<file path="config.mk">
export PLATFORM = sky130hd
export DESIGN_NAME = mtm_mac
export DESIGN_NICKNAME = d
export VERILOG_FILES = /design/src/rtl/core/mtm_pkg.sv /design/src/rtl/core/mtm_mac.sv
export SDC_FILE = /design/constraint.sdc
export NUM_CORES = 2
export LEC_CHECK = 0
export BUFFER_PORTS_ARGS = -buffer_cell sky130_fd_sc_hd__buf_4
export CAP_MARGIN = 20
export CORE_MARGIN = 8
export CORE_UTILIZATION = 60
export DETAILED_ROUTE_END_ITERATION = 8
export GPL_ROUTABILITY_DRIVEN = 0
export MAX_ROUTING_LAYER = met4
export PLACE_DENSITY = 0.88
export SLEW_MARGIN = 20
export SYNTH_ARGS = -nofsm -noshare
export SYNTH_HDL_FRONTEND = slang
export SYNTH_SLANG_ARGS = --single-unit
</file>
<file path="constraint.sdc">
create_clock -name clock -period 19.7 [get_ports clock]
set_clock_uncertainty 0.2 [all_clocks]
set_input_delay 1.97 -clock clock [delete_from_list [all_inputs] [get_ports clock]]
set_output_delay 1.97 -clock clock [all_outputs]
set_load 0.02 [all_outputs]
</file>
<file path="src/rtl/core/mtm_pkg.sv">
// ----------------------------------------------------------------------------
// Multiword truncating multiplier package
// Shared codes, widths and control structures of the multiplier.
// ----------------------------------------------------------------------------
`default_nettype none

package mtm_pkg;

   localparam int unsigned LIMB_W = 32;
   localparam int unsigned PROD_W = 2 * LIMB_W;
   localparam int unsigned ACC_W  = PROD_W + 8;
   localparam int unsigned SIZE_W = 7;

   typedef enum logic [1:0] {
      ACT_LOAD_A  = 2'd0,
      ACT_LOAD_B  = 2'd1,
      ACT_COMPUTE = 2'd2
   } action_type;

   localparam logic [1:0] REG_A_WORDS   = 2'd0;
   localparam logic [1:0] REG_B_WORDS   = 2'd1;
   localparam logic [1:0] REG_MAX_WORDS = 2'd2;
   localparam logic [1:0] REG_CARRY_IN  = 2'd3;

   typedef struct packed {
      logic valid;
      logic zero;
      logic col_last;
      logic job_last;
   } issue_type;

   typedef struct packed {
      logic wr_en;
      logic done;
      logic overflow;
   } wb_type;

endpackage

`default_nettype wire

</file>
<file path="src/rtl/core/mtm_mac.sv">
// ----------------------------------------------------------------------------
// Multiply-accumulate column unit
// Registers one operand pair, multiplies it and adds the product into a
// column accumulator. At the end of a column the low word is written out
// and the rest carries into the next column.
// ----------------------------------------------------------------------------
`default_nettype none

module mtm_mac #(
   parameter int unsigned RESULT_WORDS = 32
) (
   input  wire logic                            clock,
   input  wire logic                            reset,
   input  wire logic                            start,
   input  wire logic                            carry_in,
   input  wire mtm_pkg::issue_type              issue,
   input  wire logic [mtm_pkg::LIMB_W-1:0]      a_word,
   input  wire logic [mtm_pkg::LIMB_W-1:0]      b_word,
   output mtm_pkg::wb_type                      wb,
   output logic [$clog2(RESULT_WORDS)-1:0]      wr_idx,
   output logic [mtm_pkg::LIMB_W-1:0]           wr_word
);

   localparam int unsigned RIDX_W = $clog2(RESULT_WORDS);

   mtm_pkg::issue_type                s1_ff;
   mtm_pkg::issue_type                s2_ff;
   logic [mtm_pkg::LIMB_W-1:0]        a_op_ff;
   logic [mtm_pkg::LIMB_W-1:0]        b_op_ff;
   logic [mtm_pkg::PROD_W-1:0]        prod_ff;
   logic [mtm_pkg::ACC_W-1:0]         acc_ff;
   logic [RIDX_W-1:0]                 col_ff;
   logic [mtm_pkg::ACC_W-1:0]         sum;

   always_ff @(posedge clock) begin
      if (reset) begin
         s1_ff <= '0;
         s2_ff <= '0;
      end else begin
         s1_ff <= issue;
         s2_ff <= s1_ff;
      end
   end

   always_ff @(posedge clock) begin
      a_op_ff <= issue.zero ? '0 : a_word;
      b_op_ff <= issue.zero ? '0 : b_word;
      prod_ff <= mtm_pkg::PROD_W'(a_op_ff) * mtm_pkg::PROD_W'(b_op_ff);
   end

   assign sum = acc_ff + mtm_pkg::ACC_W'(prod_ff);

   always_ff @(posedge clock) begin
      if (start) begin
         acc_ff <= mtm_pkg::ACC_W'(carry_in);
         col_ff <= '0;
      end else if (s2_ff.valid && s2_ff.col_last) begin
         acc_ff <= sum >> mtm_pkg::LIMB_W;
         col_ff <= col_ff + RIDX_W'(1);
      end else if (s2_ff.valid) begin
         acc_ff <= sum;
      end
   end

   assign wb.wr_en    = s2_ff.valid && s2_ff.col_last;
   assign wb.done     = s2_ff.valid && s2_ff.job_last;
   assign wb.overflow = (sum[mtm_pkg::ACC_W-1:mtm_pkg::LIMB_W] != '0);
   assign wr_idx      = col_ff;
   assign wr_word     = sum[mtm_pkg::LIMB_W-1:0];

endmodule

`default_nettype wire

</file>
# Yosys cells after proc, flatten, opt, wreduce, memory -nomap -nowiden
# Cells that the tools add are included.
# totals
rom_bits	0
latch_bits	0
out_inout_bits	40
reg_bits	211
ramBits	0
memories	0
inputBits	72
elab_cells	25
# op_classes
n_mux	3
eq_ne	0
n_bitwise	0
n_div	0
n_shift	0
magnitude_cmp	0
mul	1
reduce_logical	6
add_sub_neg	2
# op_table
op	count
$mux W40	2
$add A72 B64 Y72	1
$mul A32 B32 Y64	1
$reduce_bool A40 Y1	1
$add A5 B1 Y5 const B	1
$reduce_bool A3 Y1	1
$logic_and A1 B1 Y1	2
$reduce_bool A2 Y1	1
$reduce_or A2 Y1	1
$mux W1	1

# Depth between registers and ports, before layout
# depth
depth_word	4
ltp_mapped	29
depth_no_buf	27

# Worst setup path before layout
# Ideal clock, no wire load.
# synth_path
path_type	flip-flop to flip-flop
from	reg a_op_ff[21] (netlist name)
to	reg prod_ff[62] (netlist name)
t_arrival_ps	7237
required_ps	19377
n_path_buf	2
path_slack_ps	12139
stages_incl_launch_ff	25
cell_sequence	dfxtp_1 clkbuf_1 nand2_1 fa_1 fa_1 fa_1 fa_1 inv_1 fa_1 fa_1 fa_1 fa_1 ha_1 clkbuf_1 a21o_1 a21o_1 a21o_1 or3_1 a211o_1 a41oi_1 o21a_1 o2111ai_1 a31oi_1 a21oi_1 xor2_1
# synth_between
elab_chain_len	1
# synth_lines
item	line	rtl
from (decl)	mtm_mac.sv:28	logic [mtm_pkg::LIMB_W-1:0] a_op_ff;
from (signal assigned)	mtm_mac.sv:46	a_op_ff <= issue.zero ? '0 : a_word;
$mul A32 B32 Y64	mtm_mac.sv:48	prod_ff <= mtm_pkg::PROD_W'(a_op_ff) * mtm_pkg::PROD_W'(b_op_ff);
to (signal assigned)	mtm_mac.sv:48	
to (decl)	mtm_mac.sv:30	logic [mtm_pkg::PROD_W-1:0] prod_ff;
# Every way passes these cells.
# A chain may end at the register's enable or synchronous reset.

# Worst setup path in the final report
# layout_path
from	reg a_op_ff[9] (netlist name)
to	reg prod_ff[58] (netlist name)
# The elaborated chain is that of the path after synthesis.

==> impl_metrics.ini <==
[floorplanning]
die_area_sq_um = 83410
die-width_um = 288.8
chipHeight_um = 288.8
effective_utilization_at_floorplan = 0.6029
core_sq_um = 74070
ios = 112
fp-row-count = 100

[synth]
post-synth-top-area-fraction = 0.4021
post_synth_inst_count = 4992
ys_seq_elements = 211
ys_top_cells_by_area = sky130_fd_sc_hd__fa_1, sky130_fd_sc_hd__dfxtp_1, sky130_fd_sc_hd__ha_1
ys_warn_count = 0
synth_async_sr_flop_share = 0
netlist.top_cell.by_area = sky130_fd_sc_hd__fa_1
synth_edf_count = 1
post_synth_instance_area_sq_um = 44660
mappedNetlistNets = 6289
dominantRegCellSynth = sky130_fd_sc_hd__dfxtp_1
syn_area_per_cell_sq_um = 8.945
synth-seq-area-share = 0.09482
netlist-cell-type-count = 102

[sta]
worst_slew_margin_rel = 0.2288
hold_violations_final = 0
timing_max_transition_violations_final = 0
rsz0062_at_grt = false
worst_slew_pin_slew_ns = 1.149
timing.fmax_mhz = 113.4
fin_crit_ns = 8.818
setup_violations = 0
worst_slack_setup_final_ns = 10.88
layout_worst_path_cycle_share = 0.4476
setup_tns_ns = 0

[cts]
post-cts-setup-buffer-count = 0
clock_tree_sinks = 211
clkSlewWorstSetupHoldPaths_ns = 0.07
number_of_hold_repair_buffers_added_at_the_cts_stage = 0
post_cts_resize_count = 0
ctsLongestPathBuffers = 3
clock-root-buffer = sky130_fd_sc_hd__clkbuf_16
htreeDepth = 1
cts_tree = done
number_of_buffers_inserted_during_clock_tree_synthesis = 26
worst_skew_pair.late_latency_ns = 0.61

[global_route]
grt_pass1_vias = 38115
grt_first_pass_wirelength_um = 200900
grt_antenna_before_repair = 2
overflow = 0
grt_start_max_net_pins = 101
overall_fraction_of_global_route_tracks_in_use = 0.3139

[pwr]
power.density_cell_area_nw_per_um2 = 99.46
finalPower_mw = 4.646
p_leak_nw = 23.06
vdd_ir_drop_max_mv = 0.1501

[worst_setup_path]
cp.required_ns = 19.98
critical_path_peak_fanout = 18
slowest_delay_ns = 0.79
crit_top_cell = sky130_fd_sc_hd__fa_1
cp_data_arrival_time_ns = 9.10
critPathSlowestCell = sky130_fd_sc_hd__dfxtp_1
critical_path.startpoint_type = flip-flop
worst_setup_end_kind = flip-flop
crit_type = flip-flop to flip-flop

[drt]
detail_route.drc_violations = 0
drt_pre_antenna_iters = 9
wl_per_cell_um = 21.60
route.antenna.remaining_nets = 0
routed-via-count = 35489
detail_route.wirelength_um = 126800
detailedRoute.firstIterationViolations = 3709
routed_via_density = 6.045

[place]
dp.final_hpwl_um = 94980
numPortBuffers = 111
preCtsSetupSlack_ns = 11.09
detailed_place.area_sq_um = 45760

[finish]
stdcell_area_sq_um = 46710
design.final.nets = 6176
area_growth_pct = 4.603
final_layout_size_suffix_gt1_frac = 0.05818

[min_path]
worstHoldPathType = flip-flop to flip-flop

[run_status]
outcome = completed

[run]
maxCapViolCount = 0
## placed cells by master (no fill, tap or decap), types with 12 or more instances in the layout
cell / Yosys / routed
sky130_fd_sc_hd__o21a_1: 15 / 15
sky130_fd_sc_hd__a21oi_1: 169 / 169
sky130_fd_sc_hd__a311oi_1: 19 / 18
sky130_fd_sc_hd__nand2b_1: 21 / 21
sky130_fd_sc_hd__a31oi_1: 12 / 12
sky130_fd_sc_hd__inv_1: 875 / 875
sky130_fd_sc_hd__a211oi_1: 39 / 39
sky130_fd_sc_hd__nor2b_1: 83 / 83
sky130_fd_sc_hd__xnor2_1: 72 / 72
sky130_fd_sc_hd__xor2_1: 52 / 52
sky130_fd_sc_hd__and2_1: 608 / 608
sky130_fd_sc_hd__and3_1: 19 / 19
sky130_fd_sc_hd__o21ai_0: 78 / 78
sky130_fd_sc_hd__nand2_1: 594 / 594
sky130_fd_sc_hd__mux2i_1: 38 / 38
sky130_fd_sc_hd__fa_1: 897 / 897
sky130_fd_sc_hd__o21ai_1: 18 / 18
sky130_fd_sc_hd__buf_4: 36 / 175
sky130_fd_sc_hd__nor3_1: 29 / 29
sky130_fd_sc_hd__clkbuf_16: 0 / 27
sky130_fd_sc_hd__nand4_1: 41 / 41
sky130_fd_sc_hd__nand3_1: 31 / 31
sky130_fd_sc_hd__o21bai_1: 20 / 20
sky130_fd_sc_hd__ha_1: 328 / 328
sky130_fd_sc_hd__dfxtp_1: 210 / 204
sky130_fd_sc_hd__a21o_1: 66 / 66
sky130_fd_sc_hd__nor2_1: 159 / 159
## stage by stage
step,instances,hold slack (ns),util
after floorplan,4992,0.2138,-
after global placement,5819,0.2206,0.6178
after detailed placement,5819,0.2316,0.6178
after CTS,5867,0.2410,0.6301
after global routing,5870,0.2500,0.6306
final,5871,0.2383,0.6306
## synth_stat cells, drive strengths merged, types with 7 or more instances
library cell	count
ha	328
nand3	33
a211oi	43
o211ai	12
buf	57
nor3	30
o21bai	20
o31ai	7
nor2	160
and3	20
mux2i	38
a21o	67
a21oi	173
or3	12
clkbuf	260
nand2	595
o21ai	97
nand4	42
and2	609
nor2b	83
a21boi	7
xnor2	72
a31oi	13
fa	897
nand2b	21
or2	10
o21a	15
a221oi	8
and4	11
a311oi	19
nor4	12
xor2	52
dfxtp	210
inv	875
## logic make-up (layout without fill, tap and decap cells)
kind of cell	count (synthesis)	count (layout)	synth area share
other	0	3	0
adders and majority gates	1225	1225	0.4940
xor gates and xnor gates	124	124	0.02432
and+or+nand+nor	1655	1655	0.1906
buffers and inverters	1194	1101	0.1057
muxes	40	40	0.009022
DFF	211	211	0.09482
AOI/OAI and AO/OA	543	543	0.08154
## path summary, 6_finish.rpt
kind | to | start | slack (ns) | cells after the start
worst max-delay path | prod_ff[58] | a_op_ff[9] | 10.88 | 27
worst max register to register | prod_ff[58] | a_op_ff[9] | 10.88 | 27
worst min-delay path | s2_ff[3] | s1_ff[3] | 0.24 | 1
worst min register to register | s2_ff[3] | s1_ff[3] | 0.24 | 1
## per-layer routing
metal	global-route usage	wire, um	vias to the layer above
met3	0.09025	17110	668
met5	-	0	-
met2	0.4843	56650	2492
li1	-	-	15061
met4	0.1539	8041	0
met1	0.3785	45030	17268
## sequential cells by signal, summed over array words and instances (netlist names)
signal   flops
s1_ff        3
a_op_ff     32
acc_ff      72
b_op_ff     32
prod_ff     64
wr_idx       5
s2_ff        3
## worst max-delay path: cells and delay by family, from the launching register on
kind | cells | cell delay (ns)
AO/OA/AOI/OAI | 8 | 2.25
XOR/XNOR | 1 | 0.14
adder cells (fa/ha/maj) | 9 | 4.25
buffers and inverters | 6 | 0.69
flip-flops | 1 | 0.79
AND/OR/NAND/NOR | 3 | 0.34
## layout make-up
type | count | area, sq um
antenna | 3 | 7.507
clock buffer | 31 | 730.7
clock inverter | 17 | 183.9
fill | 5622 | 27360
inverter | 877 | 3292
multi-input combinational | 3587 | 35710
sequential | 211 | 4244
tap | 969 | 1212
timing repair buffer | 176 | 1334
## power by group
group          switching, mW  internal [mW]
sequential            0.0628          0.531
clock                  0.225          0.285
combinational           2.18           1.36
total                   2.47           2.18
(Power assumes the default switching activity.)
